`src/tsm_pkg.sv`:
```
`timescale 1ns / 1ps

package tsm_pkg;

  // input mode codes
  localparam logic [1:0] MODE_TICK = 2'd0;
  localparam logic [1:0] MODE_REL  = 2'd1;
  localparam logic [1:0] MODE_ABS  = 2'd2;

  localparam int TARGET_W   = 16;
  localparam int OUT_POS_W  = 16;
  localparam int HP_W       = 16;
  localparam int BO_W       = 10;
  localparam int CFG_IDX_W  = 2;
  localparam int CFG_DATA_W = 16;

  // register indexes
  localparam logic [CFG_IDX_W-1:0] CFG_STEP_HALF     = 2'd0;
  localparam logic [CFG_IDX_W-1:0] CFG_BACKOFF_HALF  = 2'd1;
  localparam logic [CFG_IDX_W-1:0] CFG_BACKOFF_STEPS = 2'd2;

  localparam logic [HP_W-1:0] STEP_HALF_RST     = 16'd1000;
  localparam logic [HP_W-1:0] BACKOFF_HALF_RST  = 16'd1500;
  localparam logic [BO_W-1:0] BACKOFF_STEPS_RST = 10'd35;

  localparam int QUEUE_DEPTH = 2;
  localparam int QPTR_W      = $clog2(QUEUE_DEPTH);

  typedef enum logic [1:0] {
    CMD_TICK,
    CMD_REL,
    CMD_ABS,
    CMD_NONE
  } cmd_kind_t;

  typedef enum logic [2:0] {
    PH_IDLE,
    PH_Y_MOVE,
    PH_Y_BACK,
    PH_X_MOVE,
    PH_X_BACK
  } phase_t;

  typedef struct packed {
    cmd_kind_t             kind;
    logic signed [TARGET_W-1:0] target_x;
    logic signed [TARGET_W-1:0] target_y;
    logic                  limit_x_n;
    logic                  limit_y_n;
  } cmd_t;

endpackage

```
`src/tsm_front.sv`:
```
`timescale 1ns / 1ps

module tsm_front (
  input  logic                                 in_valid,
  output logic                                 in_ready,
  input  logic [1:0]                           mode,
  input  logic signed [tsm_pkg::TARGET_W-1:0]  target_x,
  input  logic signed [tsm_pkg::TARGET_W-1:0]  target_y,
  input  logic                                 limit_x_n,
  input  logic                                 limit_y_n,
  output logic                                 q_valid,
  input  logic                                 q_ready,
  output tsm_pkg::cmd_t                        q_item
);

  tsm_pkg::cmd_kind_t kind;

  always_comb begin
    case (mode)
      tsm_pkg::MODE_TICK: kind = tsm_pkg::CMD_TICK;
      tsm_pkg::MODE_REL:  kind = tsm_pkg::CMD_REL;
      tsm_pkg::MODE_ABS:  kind = tsm_pkg::CMD_ABS;
      default:            kind = tsm_pkg::CMD_NONE;
    endcase
  end

  assign q_item.kind      = kind;
  assign q_item.target_x  = target_x;
  assign q_item.target_y  = target_y;
  assign q_item.limit_x_n = limit_x_n;
  assign q_item.limit_y_n = limit_y_n;

  assign q_valid  = in_valid;
  assign in_ready = q_ready;

endmodule

```
`src/tsm_queue.sv`:
```
`timescale 1ns / 1ps

module tsm_queue (
  input  logic          clk,
  input  logic          rst,
  input  logic          push_valid,
  output logic          push_ready,
  input  tsm_pkg::cmd_t push_item,
  output logic          pop_valid,
  input  logic          pop_ready,
  output tsm_pkg::cmd_t pop_item
);

  localparam logic [tsm_pkg::QPTR_W-1:0] LAST = tsm_pkg::QPTR_W'(tsm_pkg::QUEUE_DEPTH - 1);
  localparam logic [tsm_pkg::QPTR_W:0]   FULL = (tsm_pkg::QPTR_W + 1)'(tsm_pkg::QUEUE_DEPTH);

  tsm_pkg::cmd_t slots [tsm_pkg::QUEUE_DEPTH];
  logic [tsm_pkg::QPTR_W-1:0] wptr;
  logic [tsm_pkg::QPTR_W-1:0] rptr;
  logic [tsm_pkg::QPTR_W:0]   count;
  logic push;
  logic pop;

  assign push_ready = (count != FULL);
  assign pop_valid  = (count != '0);
  assign pop_item   = slots[rptr];
  assign push       = push_valid && push_ready;
  assign pop        = pop_valid && pop_ready;

  always_ff @(posedge clk) begin
    if (push) begin
      slots[wptr] <= push_item;
    end
  end

  always_ff @(posedge clk) begin
    if (rst) begin
      wptr  <= '0;
      rptr  <= '0;
      count <= '0;
    end else begin
      if (push) begin
        wptr <= (wptr == LAST) ? '0 : wptr + 1'b1;
      end
      if (pop) begin
        rptr <= (rptr == LAST) ? '0 : rptr + 1'b1;
      end
      if (push && !pop) begin
        count <= count + 1'b1;
      end else if (pop && !push) begin
        count <= count - 1'b1;
      end
    end
  end

endmodule

```
`src/tsm_back.sv`:
```
`timescale 1ns / 1ps

module tsm_back #(
  parameter int POS_WIDTH = 16
) (
  input  logic                                  clk,
  input  logic                                  rst,
  input  logic                                  q_valid,
  output logic                                  q_ready,
  input  tsm_pkg::cmd_t                         q_item,
  input  logic                                  cfg_valid,
  output logic                                  cfg_ready,
  input  logic [tsm_pkg::CFG_IDX_W-1:0]         cfg_index,
  input  logic [tsm_pkg::CFG_DATA_W-1:0]        cfg_data,
  output logic                                  out_valid,
  input  logic                                  out_ready,
  output logic                                  step_x,
  output logic                                  step_y,
  output logic                                  dir_x,
  output logic                                  dir_y,
  output logic [tsm_pkg::OUT_POS_W-1:0]         pos_x,
  output logic [tsm_pkg::OUT_POS_W-1:0]         pos_y,
  output logic                                  busy_res,
  output logic                                  move_done,
  output logic                                  limit_x_hit,
  output logic                                  limit_y_hit,
  output logic                                  cmd_rejected
);

  // delta / step count width: target minus position without overflow
  localparam int DW = ((POS_WIDTH > tsm_pkg::TARGET_W) ? POS_WIDTH : tsm_pkg::TARGET_W) + 1;
  // saturating add width: position plus back-off count
  localparam int SW = ((POS_WIDTH > tsm_pkg::BO_W) ? POS_WIDTH : tsm_pkg::BO_W) + 2;
  localparam logic signed [SW-1:0] POS_MAX =
    {{(SW - POS_WIDTH + 1){1'b0}}, {(POS_WIDTH - 1){1'b1}}};
  localparam logic signed [SW-1:0] POS_MIN = ~POS_MAX;
  localparam logic signed [SW-1:0] ONE_P = SW'(1);
  localparam logic signed [SW-1:0] ONE_N = -ONE_P;

  function automatic logic signed [POS_WIDTH-1:0] sat_add(
    input logic signed [POS_WIDTH-1:0] p,
    input logic signed [SW-1:0]        d
  );
    logic signed [SW-1:0] s;
    s = SW'(p) + d;
    if (s > POS_MAX) begin
      s = POS_MAX;
    end else if (s < POS_MIN) begin
      s = POS_MIN;
    end
    return POS_WIDTH'(s);
  endfunction

  function automatic logic [DW-1:0] magnitude(input logic signed [DW-1:0] d);
    logic [DW-1:0] m;
    m = d[DW-1] ? DW'(-d) : DW'(d);
    return m;
  endfunction

  // configuration
  logic [tsm_pkg::HP_W-1:0] step_half_period;
  logic [tsm_pkg::HP_W-1:0] backoff_half_period;
  logic [tsm_pkg::BO_W-1:0] backoff_steps;

  // move state
  tsm_pkg::phase_t               phase, phase_next;
  logic signed [POS_WIDTH-1:0]   position_x, position_x_next;
  logic signed [POS_WIDTH-1:0]   position_y, position_y_next;
  logic signed [DW-1:0]          pending_x_delta, pending_x_delta_next;
  logic [DW-1:0]                 steps_remaining, steps_remaining_next;
  logic [tsm_pkg::HP_W-1:0]      half_period_count, half_period_count_next;
  logic                          pulse_level, pulse_level_next;
  logic [1:0]                    direction_bits, direction_bits_next;

  logic take;
  logic done, hit_x, hit_y, rejected;

  logic signed [DW-1:0]          dx, dy;
  logic                          is_y, backing;
  logic [tsm_pkg::HP_W-1:0]      hp_sel, hp_eff;
  logic [tsm_pkg::HP_W:0]        cnt_inc;
  logic [DW-1:0]                 steps_dec;
  logic signed [POS_WIDTH-1:0]   cur_pos, pos_one, pos_back;
  logic                          pos_dir, limit_hit;
  logic signed [SW-1:0]          bo_ext;
  logic                          x_active, y_active;

  assign cfg_ready = 1'b1;
  assign q_ready   = !out_valid || out_ready;
  assign take      = q_valid && q_ready;

  always_ff @(posedge clk) begin
    if (rst) begin
      step_half_period    <= tsm_pkg::STEP_HALF_RST;
      backoff_half_period <= tsm_pkg::BACKOFF_HALF_RST;
      backoff_steps       <= tsm_pkg::BACKOFF_STEPS_RST;
    end else if (cfg_valid) begin
      case (cfg_index)
        tsm_pkg::CFG_STEP_HALF:     step_half_period    <= cfg_data;
        tsm_pkg::CFG_BACKOFF_HALF:  backoff_half_period <= cfg_data;
        tsm_pkg::CFG_BACKOFF_STEPS: backoff_steps       <= cfg_data[tsm_pkg::BO_W-1:0];
        default: ;
      endcase
    end
  end

  // shared datapath terms
  always_comb begin
    dx = DW'(signed'(q_item.target_x));
    dy = DW'(signed'(q_item.target_y));
    if (q_item.kind == tsm_pkg::CMD_ABS) begin
      dx = dx - DW'(position_x);
      dy = dy - DW'(position_y);
    end
    is_y      = (phase == tsm_pkg::PH_Y_MOVE) || (phase == tsm_pkg::PH_Y_BACK);
    backing   = (phase == tsm_pkg::PH_Y_BACK) || (phase == tsm_pkg::PH_X_BACK);
    hp_sel    = backing ? backoff_half_period : step_half_period;
    hp_eff    = (hp_sel == '0) ? tsm_pkg::HP_W'(1) : hp_sel;
    cnt_inc   = {1'b0, half_period_count} + 1'b1;
    steps_dec = (steps_remaining != '0) ? steps_remaining - 1'b1 : '0;
    cur_pos   = is_y ? position_y : position_x;
    pos_dir   = is_y ? direction_bits[1] : direction_bits[0];
    limit_hit = is_y ? !q_item.limit_y_n : !q_item.limit_x_n;
    bo_ext    = SW'(signed'({1'b0, backoff_steps}));
    pos_one   = sat_add(cur_pos, pos_dir ? ONE_P : ONE_N);
    pos_back  = sat_add(pos_one, pos_dir ? -bo_ext : bo_ext);
  end

  // next state
  always_comb begin
    phase_next             = phase;
    position_x_next        = position_x;
    position_y_next        = position_y;
    pending_x_delta_next   = pending_x_delta;
    steps_remaining_next   = steps_remaining;
    half_period_count_next = half_period_count;
    pulse_level_next       = pulse_level;
    direction_bits_next    = direction_bits;
    done     = 1'b0;
    hit_x    = 1'b0;
    hit_y    = 1'b0;
    rejected = 1'b0;

    case (q_item.kind)
      tsm_pkg::CMD_REL, tsm_pkg::CMD_ABS: begin
        if (phase != tsm_pkg::PH_IDLE) begin
          rejected = 1'b1;
        end else begin
          pending_x_delta_next = dx;
          if (dy != '0) begin
            direction_bits_next[1] = !dy[DW-1];
            steps_remaining_next   = magnitude(dy);
            phase_next             = tsm_pkg::PH_Y_MOVE;
            half_period_count_next = '0;
            pulse_level_next       = 1'b1;
          end else if (dx != '0) begin
            direction_bits_next[0] = !dx[DW-1];
            steps_remaining_next   = magnitude(dx);
            phase_next             = tsm_pkg::PH_X_MOVE;
            half_period_count_next = '0;
            pulse_level_next       = 1'b1;
          end else begin
            done = 1'b1;
          end
        end
      end
      tsm_pkg::CMD_TICK: begin
        if (phase != tsm_pkg::PH_IDLE) begin
          if (cnt_inc >= {1'b0, hp_eff}) begin
            half_period_count_next = '0;
            if (pulse_level) begin
              pulse_level_next = 1'b0;
            end else begin
              logic end_axis;
              end_axis = 1'b0;
              steps_remaining_next = steps_dec;
              if (!backing) begin
                if (is_y) begin
                  position_y_next = pos_one;
                end else begin
                  position_x_next = pos_one;
                end
                if (limit_hit) begin
                  hit_y = is_y;
                  hit_x = !is_y;
                  if (backoff_steps == '0) begin
                    end_axis = 1'b1;
                  end else begin
                    direction_bits_next = direction_bits ^ (is_y ? 2'b10 : 2'b01);
                    if (is_y) begin
                      position_y_next = pos_back;
                    end else begin
                      position_x_next = pos_back;
                    end
                    steps_remaining_next = DW'(backoff_steps);
                    phase_next = is_y ? tsm_pkg::PH_Y_BACK : tsm_pkg::PH_X_BACK;
                    pulse_level_next = 1'b1;
                  end
                end else if (steps_dec == '0) begin
                  end_axis = 1'b1;
                end else begin
                  pulse_level_next = 1'b1;
                end
              end else if (steps_dec == '0) begin
                end_axis = 1'b1;
              end else begin
                pulse_level_next = 1'b1;
              end

              if (end_axis) begin
                pulse_level_next       = 1'b0;
                half_period_count_next = '0;
                steps_remaining_next   = '0;
                // Y finished: chain into the X leg if it has any length
                if (is_y && pending_x_delta != '0) begin
                  direction_bits_next[0] = !pending_x_delta[DW-1];
                  steps_remaining_next   = magnitude(pending_x_delta);
                  phase_next             = tsm_pkg::PH_X_MOVE;
                  pulse_level_next       = 1'b1;
                end else begin
                  phase_next = tsm_pkg::PH_IDLE;
                  done       = 1'b1;
                end
              end
            end
          end else begin
            half_period_count_next = cnt_inc[tsm_pkg::HP_W-1:0];
          end
        end
      end
      default: ;
    endcase

    x_active = (phase_next == tsm_pkg::PH_X_MOVE) || (phase_next == tsm_pkg::PH_X_BACK);
    y_active = (phase_next == tsm_pkg::PH_Y_MOVE) || (phase_next == tsm_pkg::PH_Y_BACK);
  end

  always_ff @(posedge clk) begin
    if (rst) begin
      phase             <= tsm_pkg::PH_IDLE;
      position_x        <= '0;
      position_y        <= '0;
      pending_x_delta   <= '0;
      steps_remaining   <= '0;
      half_period_count <= '0;
      pulse_level       <= 1'b0;
      direction_bits    <= '0;
    end else if (take) begin
      phase             <= phase_next;
      position_x        <= position_x_next;
      position_y        <= position_y_next;
      pending_x_delta   <= pending_x_delta_next;
      steps_remaining   <= steps_remaining_next;
      half_period_count <= half_period_count_next;
      pulse_level       <= pulse_level_next;
      direction_bits    <= direction_bits_next;
    end
  end

  // output register
  always_ff @(posedge clk) begin
    if (rst) begin
      out_valid <= 1'b0;
    end else if (take) begin
      out_valid <= 1'b1;
    end else if (out_ready) begin
      out_valid <= 1'b0;
    end
  end

  always_ff @(posedge clk) begin
    if (take) begin
      step_x       <= x_active && pulse_level_next;
      step_y       <= y_active && pulse_level_next;
      dir_x        <= direction_bits_next[0];
      dir_y        <= direction_bits_next[1];
      pos_x        <= tsm_pkg::OUT_POS_W'(unsigned'(position_x_next));
      pos_y        <= tsm_pkg::OUT_POS_W'(unsigned'(position_y_next));
      busy_res     <= (phase_next != tsm_pkg::PH_IDLE);
      move_done    <= done;
      limit_x_hit  <= hit_x;
      limit_y_hit  <= hit_y;
      cmd_rejected <= rejected;
    end
  end

  a_busy_has_steps: assert property (@(posedge clk) disable iff (rst)
    phase != tsm_pkg::PH_IDLE |-> steps_remaining != '0)
    else $error("active axis with no steps left");

  a_idle_quiet: assert property (@(posedge clk) disable iff (rst)
    phase == tsm_pkg::PH_IDLE |-> !pulse_level && half_period_count == '0)
    else $error("idle with pulse or timer running");

  a_done_not_busy: assert property (@(posedge clk) disable iff (rst)
    out_valid && move_done |-> !busy_res)
    else $error("move_done while still busy");

  a_reject_busy: assert property (@(posedge clk) disable iff (rst)
    out_valid && cmd_rejected |-> busy_res && !move_done)
    else $error("rejected command without a move in progress");

endmodule

```
`src/two_axis_step_mover_with_limit_backoff.sv`:
```
`timescale 1ns / 1ps
// Channel   Handshake              Payload
// in        in_valid / in_ready    mode, target_x, target_y, limit_x_n, limit_y_n
// cfg       cfg_valid / cfg_ready  cfg_index, cfg_data (0 step, 1 back-off half, 2 back-off steps)
// out       out_valid / out_ready  step_x/y, dir_x/y, pos_x/y, busy_res, move_done,
//                                  limit_x_hit, limit_y_hit, cmd_rejected
//
// One request per cycle while out_ready stays high; each request's state update is registered
// in the back-end sequencer; out_valid follows the in accept via the queue, then the out reg.
// Reset (rst, synchronous) idles both axes, zeroes positions and loads register defaults.
// out_ready low holds the output register; the two-entry queue then fills and in_ready
// drops. cfg_ready is always high.
module two_axis_step_mover_with_limit_backoff #(
  parameter int POS_WIDTH = 16
) (
  input  logic                                 clk,
  input  logic                                 rst,
  input  logic                                 in_valid,
  output logic                                 in_ready,
  input  logic [1:0]                           mode,
  input  logic signed [tsm_pkg::TARGET_W-1:0]  target_x,
  input  logic signed [tsm_pkg::TARGET_W-1:0]  target_y,
  input  logic                                 limit_x_n,
  input  logic                                 limit_y_n,
  input  logic                                 cfg_valid,
  output logic                                 cfg_ready,
  input  logic [tsm_pkg::CFG_IDX_W-1:0]        cfg_index,
  input  logic [tsm_pkg::CFG_DATA_W-1:0]       cfg_data,
  output logic                                 out_valid,
  input  logic                                 out_ready,
  output logic                                 step_x,
  output logic                                 step_y,
  output logic                                 dir_x,
  output logic                                 dir_y,
  output logic signed [tsm_pkg::OUT_POS_W-1:0] pos_x,
  output logic signed [tsm_pkg::OUT_POS_W-1:0] pos_y,
  output logic                                 busy_res,
  output logic                                 move_done,
  output logic                                 limit_x_hit,
  output logic                                 limit_y_hit,
  output logic                                 cmd_rejected
);

  logic          fq_valid, fq_ready;
  tsm_pkg::cmd_t fq_item;
  logic          qb_valid, qb_ready;
  tsm_pkg::cmd_t qb_item;
  logic [tsm_pkg::OUT_POS_W-1:0] pos_x_u, pos_y_u;

  tsm_front u_front (
    .in_valid  (in_valid),
    .in_ready  (in_ready),
    .mode      (mode),
    .target_x  (target_x),
    .target_y  (target_y),
    .limit_x_n (limit_x_n),
    .limit_y_n (limit_y_n),
    .q_valid   (fq_valid),
    .q_ready   (fq_ready),
    .q_item    (fq_item)
  );

  tsm_queue u_queue (
    .clk        (clk),
    .rst        (rst),
    .push_valid (fq_valid),
    .push_ready (fq_ready),
    .push_item  (fq_item),
    .pop_valid  (qb_valid),
    .pop_ready  (qb_ready),
    .pop_item   (qb_item)
  );

  tsm_back #(
    .POS_WIDTH (POS_WIDTH)
  ) u_back (
    .clk          (clk),
    .rst          (rst),
    .q_valid      (qb_valid),
    .q_ready      (qb_ready),
    .q_item       (qb_item),
    .cfg_valid    (cfg_valid),
    .cfg_ready    (cfg_ready),
    .cfg_index    (cfg_index),
    .cfg_data     (cfg_data),
    .out_valid    (out_valid),
    .out_ready    (out_ready),
    .step_x       (step_x),
    .step_y       (step_y),
    .dir_x        (dir_x),
    .dir_y        (dir_y),
    .pos_x        (pos_x_u),
    .pos_y        (pos_y_u),
    .busy_res     (busy_res),
    .move_done    (move_done),
    .limit_x_hit  (limit_x_hit),
    .limit_y_hit  (limit_y_hit),
    .cmd_rejected (cmd_rejected)
  );

  assign pos_x = signed'(pos_x_u);
  assign pos_y = signed'(pos_y_u);

endmodule
```
`config.mk`:
```
export PLATFORM = sky130hd
export DESIGN_NAME = two_axis_step_mover_with_limit_backoff
export DESIGN_NICKNAME = d
export VERILOG_FILES = /design/src/tsm_pkg.sv /design/src/tsm_front.sv /design/src/tsm_queue.sv /design/src/tsm_back.sv /design/src/two_axis_step_mover_with_limit_backoff.sv
export SDC_FILE = /design/constraint.sdc
export NUM_CORES = 1
export LEC_CHECK = 0
export ABC_AREA = 1
export BUFFER_PORTS_ARGS = -buffer_cell sky130_fd_sc_hd__buf_4
export CORE_ASPECT_RATIO = 2
export CORE_MARGIN = 2
export CORE_UTILIZATION = 48
export DETAILED_ROUTE_END_ITERATION = 16
export GPL_TIMING_DRIVEN = 0
export HOLD_SLACK_MARGIN = 0.03
export MAX_ROUTING_LAYER = met4
export PLACE_DENSITY = 0.65
export SYNTH_ARGS = -nofsm -noshare
export SYNTH_HDL_FRONTEND = slang
export SYNTH_SLANG_ARGS = --single-unit
```
`constraint.sdc`:
```
create_clock -name clk -period 8.1 [get_ports clk]
set_clock_uncertainty 0.15 [all_clocks]
set_input_delay 1.62 -clock clk [delete_from_list [all_inputs] [get_ports clk]]
set_output_delay 1.62 -clock clk [all_outputs]
set_load 0.01 [all_outputs]
```
# Word level (Yosys, flattened, before mapping)
# Memories as Yosys holds them, arrays and structs flattened. A register that Yosys moved wholly into a read port is not among the register bits.
# Cells that the tools add are included.
[word_totals]
register_bits = 176
latchBits = 0
ramBits = 72
rom_bits = 0
in_bits = 59
out_inout_bits = 44
wordCells = 237
memories = 1
[op_classes]
add_sub_neg = 14
mul = 0
div = 0
order_cmp = 5
n_eq_ne = 19
shifts = 0
muxes = 122
bitwise_logic = 5
n_reduce_logical = 45
[mem_list]
columns = ["memory", "words", "width", "read_ports", "rd_clocked_by_memory_dff", "write_ports", "line_no", "rtl"]
rows = [
  ["u_queue.slots", 2, 36, 1, 1, 1, "tsm_queue.sv:17", "tsm_pkg::cmd_t slots [tsm_pkg::QUEUE_DEPTH];"],
]
[op_table]
columns = ["cell", "count"]
rows = [
  ["$mux W16", 30],
  ["$mux W17", 17],
  ["$reduce_bool A17 Y1", 4],
  ["$neg A17 Y17", 3],
  ["$mux W1", 44],
  ["$add A16 B18 Y18", 2],
  ["$gt A18 B16 Y1 const B", 2],
  ["$lt A18 B16 Y1 const B", 2],
  ["$mux W18", 2],
  ["$pmux W17 S2", 1],
  ["$sub A16 B16 Y17", 2],
  ["$mux W3", 11],
  ["$pmux W16 S2", 1],
  ["$mux W2", 11],
  ["$neg A10 Y18", 1],
  ["$add A16 B1 Y17 const B", 1],
  ["$ge A17 B16 Y1", 1],
  ["$logic_not A17 Y1", 1],
  ["$sub A17 B1 Y17 const B", 1],
  ["$logic_not A16 Y1", 1],
  ["$logic_not A10 Y1", 1],
  ["$eq A3 B2 Y1 const B", 3],
  ["$logic_not A1 Y1", 9],
  ["$reduce_bool A2 Y1", 4],
  ["other kinds (26)", 55],
]

# Logic depth before layout (Yosys ltp)
# Gate-level depths: netlist (run 1).
[logic_depth]
depth_word = 20
depth_mapped = 47
mapped_depth_nobuf = 44

# Hierarchy
# Synthesis (run 1) repeated with hierarchy kept, for this count alone.
[unflattened]
cells_unflattened = 2693
area_unflattened_um2 = 18821.8
[by_module_without_submodules]
columns = ["module", "n_inst", "cells_each", "area_per_inst_um2", "seq_area_each_um2"]
rows = [
  ["tsm_back", 1, 2506, 15553.7, 3853.7],
  ["tsm_queue", 1, 149, 2990.4, 2262.2],
  ["tsm_front", 1, 38, 277.8, 0.0],
]

# Worst setup path after synthesis (run 1)
# Ideal clock, no wire load.
[synth_timing]
kind = "register to register"
start = "register u_back.phase[0]"
end = "register u_back.pos_x[9] (netlist name) (data pin)"
setup_time_ns = 0.258
arrival_time_ns = 5.099
required_ns = 7.692
setup_slack_ns = 2.593
stages_incl_launch_ff = 42
n_path_buf = 5
synth_period_minus_slack_ns = 5.507
path_cell_list = "dfxtp_1 -> nand2_2 -> nand3_2 -> buf_6 -> buf_6 -> clkbuf_1 -> o21ai_0 -> ha_1 -> inv_1 -> nor2_1 -> nand3_1 -> nand2_2 -> nand3_1 -> nand2_2 -> nand2_2 -> nand2_2 -> nand2_4 -> nand2_1 -> [6 not listed] -> nand3_1 -> nand2_1 -> nand3_1 -> nand3_1 -> a21boi_0 -> nor2_1 -> o21ai_0 -> nand2_1 -> nand2_1 -> nand2_1 -> or2_2 -> nand3_4 -> buf_8 -> nand2_2 -> nand2_1 -> nand2_1 -> o21ai_1 -> inv_1"
[synth_via]
elab_chain_cells = 20
word_cells_on_any_way = 34
cone_classes = "add/sub (2); order compare (5); eq/ne (3); mux (20); reduce/logical (4)"
[synth_rtl]
columns = ["item", "line_no", "rtl"]
rows = [
  ["start, declared", "tsm_back.sv:66", "tsm_pkg::phase_t phase, phase_next;"],
  ["start signal, assigned", "tsm_back.sv:240", "phase <= tsm_pkg::PH_IDLE;"],
  ["start signal, assigned", "tsm_back.sv:249", "phase <= phase_next;"],
  ["$eq A3 B1 Y1 / $eq A3 B2 Y1 (equally long branches)", "tsm_back.sv:115, tsm_back.sv:116", ""],
  ["$logic_or A1 B1 Y1", "tsm_back.sv:115", "is_y = (phase == tsm_pkg::PH_Y_MOVE) || (phase == tsm_pkg::PH_Y_BACK);"],
  ["$mux W1", "tsm_back.sv:122", "pos_dir = is_y ? direction_bits[1] : direction_bits[0];"],
  ["$mux W18", "tsm_back.sv:125", "pos_one = sat_add(cur_pos, pos_dir ? ONE_P : ONE_N);"],
  ["$add A16 B18 Y18", "tsm_back.sv:45", "s = SW'(p) + d;"],
  ["$lt A18 B16 Y1", "tsm_back.sv:48", "end else if (s < POS_MIN) begin"],
  ["$mux W16", "tsm_back.sv:48", ""],
  ["$mux W16", "tsm_back.sv:46", "if (s > POS_MAX) begin"],
  ["[5 not listed]", "n/a", ""],
  ["$mux W16", "tsm_back.sv:186", "if (backoff_steps == '0) begin"],
  ["$mux W16", "tsm_back.sv:183", "if (limit_hit) begin"],
  ["$mux W16", "tsm_back.sv:177", "if (!backing) begin"],
  ["$mux W16", "tsm_back.sv:171", "if (pulse_level) begin"],
  ["$mux W16", "tsm_back.sv:169", "if (cnt_inc >= {1'b0, hp_eff}) begin"],
  ["$mux W16 *", "tsm_back.sv:168", "if (phase != tsm_pkg::PH_IDLE) begin"],
  ["$mux W16 *", "tsm_back.sv:144", "case (q_item.kind)"],
  ["net u_back.position_x_next[9]", "tsm_back.sv:67", "logic signed [POS_WIDTH-1:0] position_x, position_x_next;"],
  ["end signal, assigned", "tsm_back.sv:277", "pos_x <= tsm_pkg::OUT_POS_W'(unsigned'(position_x_next));"],
  ["end, declared", "tsm_back.sv:21", "output logic [tsm_pkg::OUT_POS_W-1:0] pos_x,"],
]
# Mark *: on every way through the listed nets, which the timed path passes. The rest lies on a longest branch.
# A chain may end at the register's enable or synchronous reset.

# Worst setup path in the final report (run 1)
[layout_timing]
start = "register u_back.phase[0]"
end = "register u_back.pos_y[1] (netlist name) (data pin)"
[layout_via]
elab_chain_cells = 20
word_cells_on_any_way = 34
cone_classes = "add/sub (2); order compare (5); eq/ne (3); mux (20); reduce/logical (4)"
[layout_rtl]
columns = ["item", "line_no", "rtl"]
rows = [
  ["$eq A3 B1 Y1 / $eq A3 B2 Y1 (equally long branches)", "tsm_back.sv:115, tsm_back.sv:116", ""],
  ["$logic_or A1 B1 Y1", "tsm_back.sv:115", ""],
  ["$mux W1", "tsm_back.sv:122", ""],
  ["$mux W18", "tsm_back.sv:125", ""],
  ["$add A16 B18 Y18", "tsm_back.sv:45", ""],
  ["$lt A18 B16 Y1", "tsm_back.sv:48", ""],
  ["$mux W16", "tsm_back.sv:48", ""],
  ["$mux W16", "tsm_back.sv:46", ""],
  ["[5 not listed]", "n/a", ""],
  ["$mux W16", "tsm_back.sv:186", ""],
  ["$mux W16", "tsm_back.sv:183", ""],
  ["$mux W16", "tsm_back.sv:177", ""],
  ["$mux W16", "tsm_back.sv:171", ""],
  ["$mux W16", "tsm_back.sv:169", ""],
  ["$mux W16 *", "tsm_back.sv:168", ""],
  ["$mux W16 *", "tsm_back.sv:144", ""],
  ["net u_back.position_y_next[1]", "tsm_back.sv:68", "logic signed [POS_WIDTH-1:0] position_y, position_y_next;"],
  ["end signal, assigned", "tsm_back.sv:278", "pos_y <= tsm_pkg::OUT_POS_W'(unsigned'(position_y_next));"],
  ["end, declared", "tsm_back.sv:22", "output logic [tsm_pkg::OUT_POS_W-1:0] pos_y,"],
]
# Marked as above.

==> summary.md, run 1 <==
| Metric | Value |
|---|---|
| Layout cells sized above 1 | 10.5% |
| Synth Cell Area | 18600 sq um |
| Number of global-route vias before repair | 17400 |
| Hold_buf cts | 0 |
| Worst-skew pair later-pin latency | between 0.5 and 0.6 ns |
| Final wirelength | 65400 microns |
| Seq/Total Area, Yosys | 32.9% |
| Clock sink count | 249 |
| Crit-path most repeated cell | nand2_1 |
| Top-level I/O count | 103 |
| HPWL after DPL | 52300 microns |
| Worst Reg-to-Reg Cells | 40 |
| Post-CTS Resized | 0 |
| FP Rows | 102 |
| Post-CTS Setup Repair Bufs | 0 |
| Post-synthesis adder-cell area fraction | between 5 and 6% |
| RePlAce Congestion | a little over 1 |
| Synth Flop Type | dfxtp_1 |
| Die width | 143 microns |
| Max-cap viol count | 0 |
| Slew Viols, Final | 0 |
| Clk buf depth | 3 |
| Hold depth | 1 |
| Initial core utilization | 48.4% |
| Final hold violations | 0 |
| Area of the multi-input gates | roughly 11000 sq um |
| Synth area leader | edfxtp_1 |
| #FFs+latches synth | 249 |
| ANT cells | 0 |
| Setup CP Type | reg -> reg |
| Total gr overflow | 0 |
| Clock Tree Root | clkbuf_16 |
| GRT Total Usage | 32.8% |
| Antenna violations before repair | 0 |
| Worst path arrival time | 7.58 ns |
| Final ANT Viol Nets | 0 |
| Reg area | slightly above 6000 sq um |
| Combinational family with the most area after synthesis | simple AND/OR/NAND/NOR gates |
| Compound-gate portion of the synthesized area | 13.7% |
| Synthesized netlist cell count | 2711 |
| Largest net degree at the start of global routing | 35 |
| Vias | about 19000 |
| TritonCTS clock tree | yes |
| Reg clk slew, reported paths | roughly 0.09 ns |
| Synth Area in Simple Gates | 32.7% |
| Final setup TNS | 0 ns |
| First-pass DRT Iterations | 5 |
| Max stage delay on crit path | 0.63 ns |
| Global-route wire length before repair | 98100 microns |
| CP max-delay cell | clkbuf_1 |
| Status | completed |
| Cell Count, Final, Fillers Out | 3376 |
| Setup crit end kind | flop |
| H-Tree Depth | 1 |
| Peak Freq | 0.134 GHz |
| Worst Hold Path EP | u_queue.rptr |
| Syn nets | ~2900 |
| Via/cell ratio | roughly 5.5 |
| Critical Path Start | u_back.phase[0] |
| Minimum clock period | 7.46 ns |
| Dominant cells by area after synthesis | edfxtp_1, nand2_1, dfxtp_1 |
| R2R Path Start | u_back.phase[0] |
| R2R Path End | u_back.pos_y[1] |
| Most common cell after layout, fill and taps aside | nand2_1 |
| Ys Warns | 0 |
| Placed cell count | 3332 |
| Crit path launch type | flop |
| DR iter-0 viols | 1546 |
| Mean Syn Cell Area | 6.85 sq um |
| Req. time, crit path | 8.22 ns |
| Synth unique cells | 62 |
| Die area | slightly above 40000 sq um |
| I/O Buffers | 98 |
| Rel. slew slack | between 20% and 30% |
| Area grow syn2layout | 12.1% |
| Most frequent cells in the layout | nand2_1, inv_1, nor2_1, nand3_1, a21oi_1 |
| Post-Synth XOR/XNOR Area | between 4 and 5% |
| Hold Crit Class | reg -> reg |
| Async SR Flop Fraction | 0% |
| Hold path startpoint | u_queue.rptr |
| Routed len/inst | 19.4 microns |
| Die Y | 282 microns |
| Top-area cell type share of the netlist area | 18.3% |
| CTS buffer count | 24 |
| RSZ-0062 raised after global routing | no |
| DRC | 0 |
| Final setup fails | 0 |
| Fin nets | 2980 |
| Mux contribution to synthesized area | between 1 and 1.5% |
| Critical path peak fanout | 10 |
| Actual slew at the worst max-slew pin | roughly 1.2 ns |
| Core Area | between 30000 and 40000 sq um |
| Final Cycle Share | 92.1% |
| Reg-to-reg slack, setup | between 0.6 and 0.7 ns |
| EDFF count, synth | 113 |
| Fillers | 3921 |
per-layer routing:
metal | part of all wire [%] | GRT usage (%) | up-vias
met3 | 5.4 | 2.93 | 214
met2 | 49 | 55.4 | 716
met4 | 7.3 | 20.1 | 0
met1 | 39 | 37.3 | 8600
li1 | - | - | 9202
met5 | 0 | - | -
stage by stage:
| step | utilization (%) | setup WS, ns | hold WS (ns) | instance area, sq um |
|---|---|---|---|---|
| global placement | 52.0 | 0.779 | 0.283 | 20000 |
| detailed placement | 52.2 | 0.819 | 0.296 | 20000 |
| global route | 54.2 | 0.252 | 0.333 | 20800 |
| CTS | 54.2 | 0.749 | 0.308 | 20800 |
| floorplan | - | 2.59 | 0.276 | 18600 |
| finish | 54.2 | 0.639 | 0.308 | 20800 |
area by class of cell:
type / count / area share (%)
multi-input cells: 2048 / 51.8
flip-flops and latches: 249 / 29.4
inverters: 312 / 5.64
repair buffers: 101 / 3.82
clock buffers: 32 / 3.13
well taps: 520 / 3.12
plain buffers: 102 / 2.49
clock inverters: 12 / 0.637
critical path, delay by kind of cell, from the launching register on:
family                     cells  cell delay, ns
AOI/OAI and AO/OA              4            0.92
adders and majority gates      3            1.08
buffers and inverters          5            1.26
DFF                            1            0.49
and+or+nand+nor               28            3.23
cell usage after synthesis (3+ instances only):
master     instances
a211oi_1          15
a21boi_0           5
a21o_1             5
a21oi_1          176
a21oi_2            5
a22oi_1            6
a31oi_1            7
buf_1              3
buf_2             32
buf_4              6
buf_6              6
clkbuf_1          53
clkinv_1           3
dfxtp_1          136
edfxtp_1         113
fa_1               3
ha_1              80
inv_1            287
inv_2             21
mux2i_1           18
nand2_1          763
nand2_2           39
nand2_4            9
nand3_1          200
nand3_2            7
nand3b_1           9
nand4_1           65
nor2_1           249
nor2_2             3
nor3_1            30
nor4_1             6
o2111ai_1          5
o211ai_1          18
o21a_1             6
o21ai_0          150
o21ai_1            8
o21ai_2            3
o21bai_1           7
o21bai_2           6
o221ai_1           6
o22ai_1            9
or2_2              9
xnor2_1           21
xor2_1            80
kinds of logic (layout without fill, tap and decap cells):
kind of cell	after synthesis	count (layout)
AO/OA/AOI/OAI	444	444
XOR/XNOR	101	101
adder cells (fa/ha/maj)	83	83
buffers and inverters	414	559
flip-flops	249	249
multiplexers	19	19
other	1	1
AND/OR/NAND/NOR	1400	1400
state kept, by name (all words and copies together) (netlist names), 2 cells and up, named ones only:
name,cells
u_queue.slots,72
u_back.pending_x_delta,17
u_back.steps_remaining,17
u_back.backoff_half_period,16
u_back.half_period_count,16
u_back.pos_x,16
u_back.pos_y,16
u_back.position_x,16
u_back.position_y,16
u_back.step_half_period,16
u_back.backoff_steps,10
u_back.phase,3
u_back.direction_bits,2
u_queue.count,2
worst max-delay path by stage:
stage                                       end  slack [ns]  cells past startpoint
after floorplan                 u_back.pos_x[9]        2.59                     41
after global placement         u_back.pos_y[12]        0.78                     39
after detailed placement        u_back.pos_y[9]        0.82                     39
after CTS                 u_back.position_y[11]        0.75                     41
after global routing      u_back.position_y[11]        0.25                     41
final                           u_back.pos_y[1]        0.64                     40
Power of run 1 is not shown: default switching activity piles up to over one toggle a cycle in this logic, so the estimate is an artifact.
==> run 2: changes to the inputs <==
Settings changed: BUFFER_PORTS_ARGS -buffer_cell sky130_fd_sc_hd__buf_4 to -buffer_cell sky130_fd_sc_hd__buf_2, GPL_ROUTABILITY_DRIVEN set to 0.
==> summary.md, run 2 (synthesized netlist as in run 1, its figures left out) <==
| Metric | Value |
|---|---|
| H-Tree Depth | 1 (unchanged) |
| Crit path launch type | flop (unchanged) |
| Via/cell ratio | 5.54 (was 5.55) |
| Top Registers | u_queue.slots x72, u_back.pending_x_delta x17, u_back.steps_remaining x17 (unchanged) |
| Most frequent cells in the layout | nand2_1, inv_1, nor2_1, nand3_1, a21oi_1 (unchanged) |
| Fin nets | 2980 (unchanged) |
| Vias | 18700 (about the same) |
| Critical path peak fanout | 10 (unchanged) |
| Area grow syn2layout | 11.0% (was 12.1%) |
| HPWL after DPL | 49900 microns (was 52300 microns) |
| Reg area | 6120 sq um (unchanged) |
| Total gr overflow | 0 (unchanged) |
| Req. time, crit path | 8.24 ns (was 8.22 ns) |
| Peak Freq | 0.137 GHz (was 0.134 GHz) |
| Number of global-route vias before repair | 17500 (was 17400) |
| CTS buffer count | 25 (was 24) |
| CP max-delay cell | clkbuf_1 (unchanged) |
| Global-route wire length before repair | 95500 microns (was 98100 microns) |
| Clock Tree Root | clkbuf_16 (unchanged) |
| Post-CTS Resized | 0 (unchanged) |
| DRC | 0 (unchanged) |
| Largest net degree at the start of global routing | 51 (was 35) |
| Setup crit end kind | flop (unchanged) |
| Cell Count, Final, Fillers Out | 3375 (was 3376) |
| Die area | 40400 sq um (unchanged) |
| Placed cell count | 3331 (was 3332) |
| Final ANT Viol Nets | 0 (unchanged) |
| Worst path arrival time | 7.46 ns (was 7.58 ns) |
| Fillers | 3870 (was 3921) |
| DR iter-0 viols | 1740 (was 1546) |
| Minimum clock period | 7.32 ns (was 7.46 ns) |
| Final setup fails | 0 (unchanged) |
| GRT Total Usage | 31.7% (was 32.8%) |
| Final Cycle Share | 90.3% (was 92.1%) |
| First-pass DRT Iterations | 6 (was 5) |
| Most common cell after layout, fill and taps aside | nand2_1 (unchanged) |
| Die Y | 282 microns (unchanged) |
| Actual slew at the worst max-slew pin | 1.09 ns (was 1.17 ns) |
| I/O Buffers | 98 (unchanged) |
| Core Area | 38400 sq um (unchanged) |
| Hold_buf cts | 0 (unchanged) |
| Max stage delay on crit path | 0.59 ns (was 0.63 ns) |
| Clock sink count | 249 (unchanged) |
| Reg clk slew, reported paths | 0.08 ns (was 0.09 ns) |
| Max FFs per register | 72 (unchanged) |
| Initial core utilization | 48.4% (unchanged) |
| Area of the multi-input gates | 10800 sq um (unchanged) |
| Routed len/inst | 18.6 microns (was 19.4 microns) |
| Clk buf depth | 3 (unchanged) |
| Antenna violations before repair | 0 (unchanged) |
| Final setup TNS | 0 ns (unchanged) |
| Hold Crit Class | reg -> reg (unchanged) |
| Layout cells sized above 1 | 10.6% (was 10.5%) |
| ANT cells | 0 (unchanged) |
| RSZ-0062 raised after global routing | no (unchanged) |
| Largest Register | u_queue.slots (unchanged) |
| CP Buf/Inv Count | 6 (was 5) |
| Final instance area | 20600 sq um (was 20800 sq um) |
| DP Area | 19800 sq um (was 20000 sq um) |
| Top-level I/O count | 103 (unchanged) |
| Slew Viols, Final | 0 (unchanged) |
| CP delay by family, top | simple AND/OR/NAND/NOR gates (unchanged) |
| Worst-skew pair later-pin latency | 0.57 ns (was 0.56 ns) |
| Rel. slew slack | 27.2% (was 22.0%) |
| Crit-path most repeated cell | nand2_1 (unchanged) |
| FP Rows | 102 (unchanged) |
| TritonCTS clock tree | yes (unchanged) |
| Status | completed (unchanged) |
| Final wirelength | 62800 microns (was 65400 microns) |
| Die width | 143 microns (unchanged) |
| Post-CTS Setup Repair Bufs | 0 (unchanged) |
| Setup CP Type | reg -> reg (unchanged) |
| Final hold violations | 0 (unchanged) |
| Max-cap viol count | 0 (unchanged) |
run 2: changes by cell type in the layout (fill, tap and decap cells not counted), sizes merged:
cell / before / now
clkinv: 9 / 8
clkbuf: 85 / 83
buf: 150 / 149
bufinv: 2 / 3
clkinvlp: 2 / 1
inv: 311 / 314
run 2: final cells by class:
| cell class | count | area share (%) |
|---|---|---|
| Sequential cell | 249 | 29.7 |
| Buffer | 102 | 2.53 |
| Multi-Input combinational cell | 2048 | 52.3 |
| Timing Repair Buffer | 100 | 2.57 |
| Clock buffer | 30 | 3.22 |
| Clock inverter | 14 | 0.844 |
| Tap cell | 520 | 3.16 |
| Inverter | 312 | 5.69 |
run 2: worst paths after layout:
path	endpoint	startpoint	slack (ns)	cells after the start
max	u_back.pos_y[12]	u_back.phase[0]	0.78	39
min	u_back.step_half_period[8]	u_back.step_half_period[8]	0.31	2
max reg2reg	u_back.pos_y[12]	u_back.phase[0]	0.78	39
min reg2reg	u_back.step_half_period[8]	u_back.step_half_period[8]	0.31	2
run 2: per-layer routing:
| layer | up-vias | global-route usage (%) | part of all wire, % |
|---|---|---|---|
| li1 | 9212 | - | - |
| met1 | 8441 | 36.1 | 38 |
| met5 | - | - | 0 |
| met4 | 0 | 21.6 | 8.2 |
| met2 | 779 | 51.8 | 47 |
| met3 | 256 | 3.88 | 6.4 |
run 2: worst min-delay path: cells and delay by family, from the launching register on:
family / cells / cell delay [ns]
flops: 1 / 0.33
simple gates: 2 / 0.10
run 2: through the flow:
step | hold WS (ns) | util (%) | setup slack (ns)
4_1_cts | 0.309 | 53.7 | 0.955
6_report | 0.310 | 53.7 | 0.785
2_1_floorplan | 0.276 | - | 2.59
3_5_place_dp | 0.294 | 51.5 | 0.986
5_1_grt | 0.321 | 53.7 | 0.466
3_3_place_gp | 0.285 | 51.3 | 0.974
Power of run 2 is left out for the same reason.
==> run 3: changes to the inputs <==
Settings changed: SYNTH_HIERARCHICAL set to 1.
==> summary.md, run 3 <==
| Metric | Value |
|---|---|
| Worst path arrival time | 7.32 ns (was 7.46 ns) |
| Die Y | 284 microns (was 282 microns) |
| Synth Cell Area | 18800 sq um (was 18600 sq um) |
| Worst-skew pair later-pin latency | 0.58 ns (was 0.57 ns) |
| Crit-path most repeated cell | nand2_1 (unchanged) |
| DRC | 0 (unchanged) |
| Req. time, crit path | 8.23 ns (was 8.24 ns) |
| Crit path launch type | flop (unchanged) |
| Max stage delay on crit path | 0.49 ns (was 0.59 ns) |
| H-Tree Depth | 1 (unchanged) |
| CP max-delay cell | buf_2 (was clkbuf_1) |
| Clk buf depth | 3 (unchanged) |
| Final hold violations | 0 (unchanged) |
| Core Area | 38700 sq um (was 38400 sq um) |
| TritonCTS clock tree | yes (unchanged) |
| Dominant cells by area after synthesis | edfxtp_1, dfxtp_1, nand2_1 (was edfxtp_1, nand2_1, dfxtp_1) |
| Actual slew at the worst max-slew pin | 1.01 ns (was 1.09 ns) |
| Final Cycle Share | 88.7% (was 90.3%) |
| Routed len/inst | 21.3 microns (was 18.6 microns) |
| Clock sink count | 249 (unchanged) |
| Ys Warns | 6 (was 0) |
| FP Rows | 102 (unchanged) |
| Most common cell after layout, fill and taps aside | nand2_1 (unchanged) |
| Slew Viols, Final | 0 (unchanged) |
| Count leader, synth | nand2_1 (unchanged) |
| CTS buffer count | 24 (was 25) |
| Async SR Flop Fraction | 0% (unchanged) |
| Mean Syn Cell Area | 6.99 sq um (was 6.85 sq um) |
| Setup CP Type | reg -> reg (unchanged) |
| Peak Freq | 0.139 GHz (was 0.137 GHz) |
| Synth unique cells | 59 (was 62) |
| Syn nets | 2835 (was 2853) |
| Vias | 19200 (was 18700) |
| Largest Register | u_queue/slots (was u_queue.slots) |
| Critical path peak fanout | 19 (was 10) |
| Initial core utilization | 48.7% (was 48.4%) |
| Fin nets | 2927 (was 2980) |
| Post-CTS Resized | 0 (unchanged) |
| Status | completed (unchanged) |
| RSZ-0062 raised after global routing | no (unchanged) |
| Hold Crit Class | reg -> reg (unchanged) |
| First-pass DRT Iterations | 5 (was 6) |
| Most frequent cells in the layout | nand2_1, inv_1, nor2_1, a21oi_1, o21ai_0 (was nand2_1, inv_1, nor2_1, nand3_1, a21oi_1) |
| Top cells by count, synth | nand2_1, inv_1, nor2_1 (unchanged) |
| Die width | 144 microns (was 143 microns) |
| Top-area cell type share of the netlist area | 18.0% (was 18.3%) |
| DR iter-0 viols | 1489 (was 1740) |
| EDFF count, synth | 113 (unchanged) |
| Max-cap viol count | 0 (unchanged) |
| Seq/Total Area, Yosys | 32.5% (was 32.9%) |
| Synthesized netlist cell count | 2693 (was 2711) |
| Final setup TNS | 0 ns (unchanged) |
| Antenna violations before repair | 4 (was 0) |
| Hold_buf cts | 0 (unchanged) |
| Synth area leader | edfxtp_1 (unchanged) |
| Top Registers | u_queue/slots x72, u_back/pending_x_delta x17, u_back/steps_remaining x17 (was u_queue.slots x72, u_back.pending_x_delta x17, u_back.steps_remaining x17) |
| Total gr overflow | 0 (unchanged) |
| #FFs+latches synth | 249 (unchanged) |
| Reg clk slew, reported paths | 0.07 ns (was 0.08 ns) |
| Layout cells sized above 1 | 11.3% (was 10.6%) |
| Largest net degree at the start of global routing | 36 (was 51) |
| Util after Layout | 53.5% (was 53.7%) |
| Die area | 40900 sq um (was 40400 sq um) |
| Post-CTS Setup Repair Bufs | 0 (unchanged) |
| HPWL after DPL | 54700 microns (was 49900 microns) |
| Number of global-route vias before repair | 18700 (was 17500) |
| Via/cell ratio | 5.78 (was 5.54) |
| Synth Flop Type | dfxtp_1 (unchanged) |
| Clock Tree Root | clkbuf_16 (unchanged) |
| Top-level I/O count | 103 (unchanged) |
| Global-route wire length before repair | 105000 microns (was 95500 microns) |
| I/O Buffers | 64 (was 98) |
| Setup crit end kind | flop (unchanged) |
| Final ANT Viol Nets | 0 (unchanged) |
| Final setup fails | 0 (unchanged) |
| GRT Total Usage | 35.7% (was 31.7%) |
| Fillers | 3804 (was 3870) |
| Area grow syn2layout | 9.89% (was 11.0%) |
| Minimum clock period | 7.19 ns (was 7.32 ns) |
| Final Hold Slack | 0.307 ns (was 0.310 ns) |
| Rel. slew slack | 32.5% (was 27.2%) |
| Final wirelength | 70800 microns (was 62800 microns) |
| Max FFs per register | 72 (unchanged) |
[run 3: layer usage]
| metal | wire, microns | up-vias | GRT usage [%] |
|---|---|---|---|
| li1 | - | 9035 | - |
| met1 | 22000 | 8839 | 31.6 |
| met2 | 34600 | 919 | 59.4 |
| met3 | 5230 | 434 | 8.91 |
| met4 | 9010 | 0 | 35.7 |
| met5 | 0 | - | - |
[run 3: logic make-up (layout without fill, tap and decap cells)]
group | Yosys count | after routing | synth area share [%]
AND/OR/NAND/NOR | 1307 | 1307 | 30.1
AO/OA/AOI/OAI | 460 | 460 | 13.4
XOR/XNOR | 100 | 100 | 4.65
multiplexers | 43 | 43 | 3.12
other | 1 | 6 | 0.0199
adder cells (fa/ha/maj) | 83 | 83 | 5.64
buffers and inverters | 450 | 560 | 10.5
flip-flops | 249 | 249 | 32.5
[run 3: per-stage QoR]
stage / std cells / setup slack, ns / cell area [sq um]
final: 3328 / 0.915 / 20700
after global routing: 3327 / 0.486 / 20700
after CTS: 3324 / 1.02 / 20700
after detailed placement: 3280 / 1.04 / 19900
after global placement: 3277 / 1.07 / 19800
after floorplan: 2693 / 2.78 / 18800
[run 3: critical path, delay by kind of cell, from the launching register on]
| kind | cells | cell delay [ns] |
|---|---|---|
| fa+ha+maj | 2 | 0.74 |
| compound gates | 7 | 1.40 |
| simple gates | 18 | 2.66 |
| flops | 1 | 0.48 |
| buf+inv | 7 | 1.43 |
[run 3: worst paths after layout]
path                                                     start                        endpoint  slack [ns]  cells past startpoint
worst max-delay path                           u_back/phase[0]                 u_back/pos_x[2]        0.91                     34
worst min-delay path            u_back/backoff_half_period[13]  u_back/backoff_half_period[13]        0.31                      2
worst max register to register                 u_back/phase[0]                 u_back/pos_x[2]        0.91                     34
worst min register to register  u_back/backoff_half_period[13]  u_back/backoff_half_period[13]        0.31                      2
[run 3: cell type report]
class                      count  area (sq um)  area share [%]
multi-input combinational   1994         10700            52.0
tap                          520           651            3.15
clock inverter                13           118           0.569
antenna                        5          12.5          0.0605
buffer                       133           786            3.80
inverter                     316          1190            5.73
clock buffer                  31           688            3.33
sequential                   249          6120            29.6
timing repair buffer          67           380            1.84
Power of run 3 is left out for the same reason.
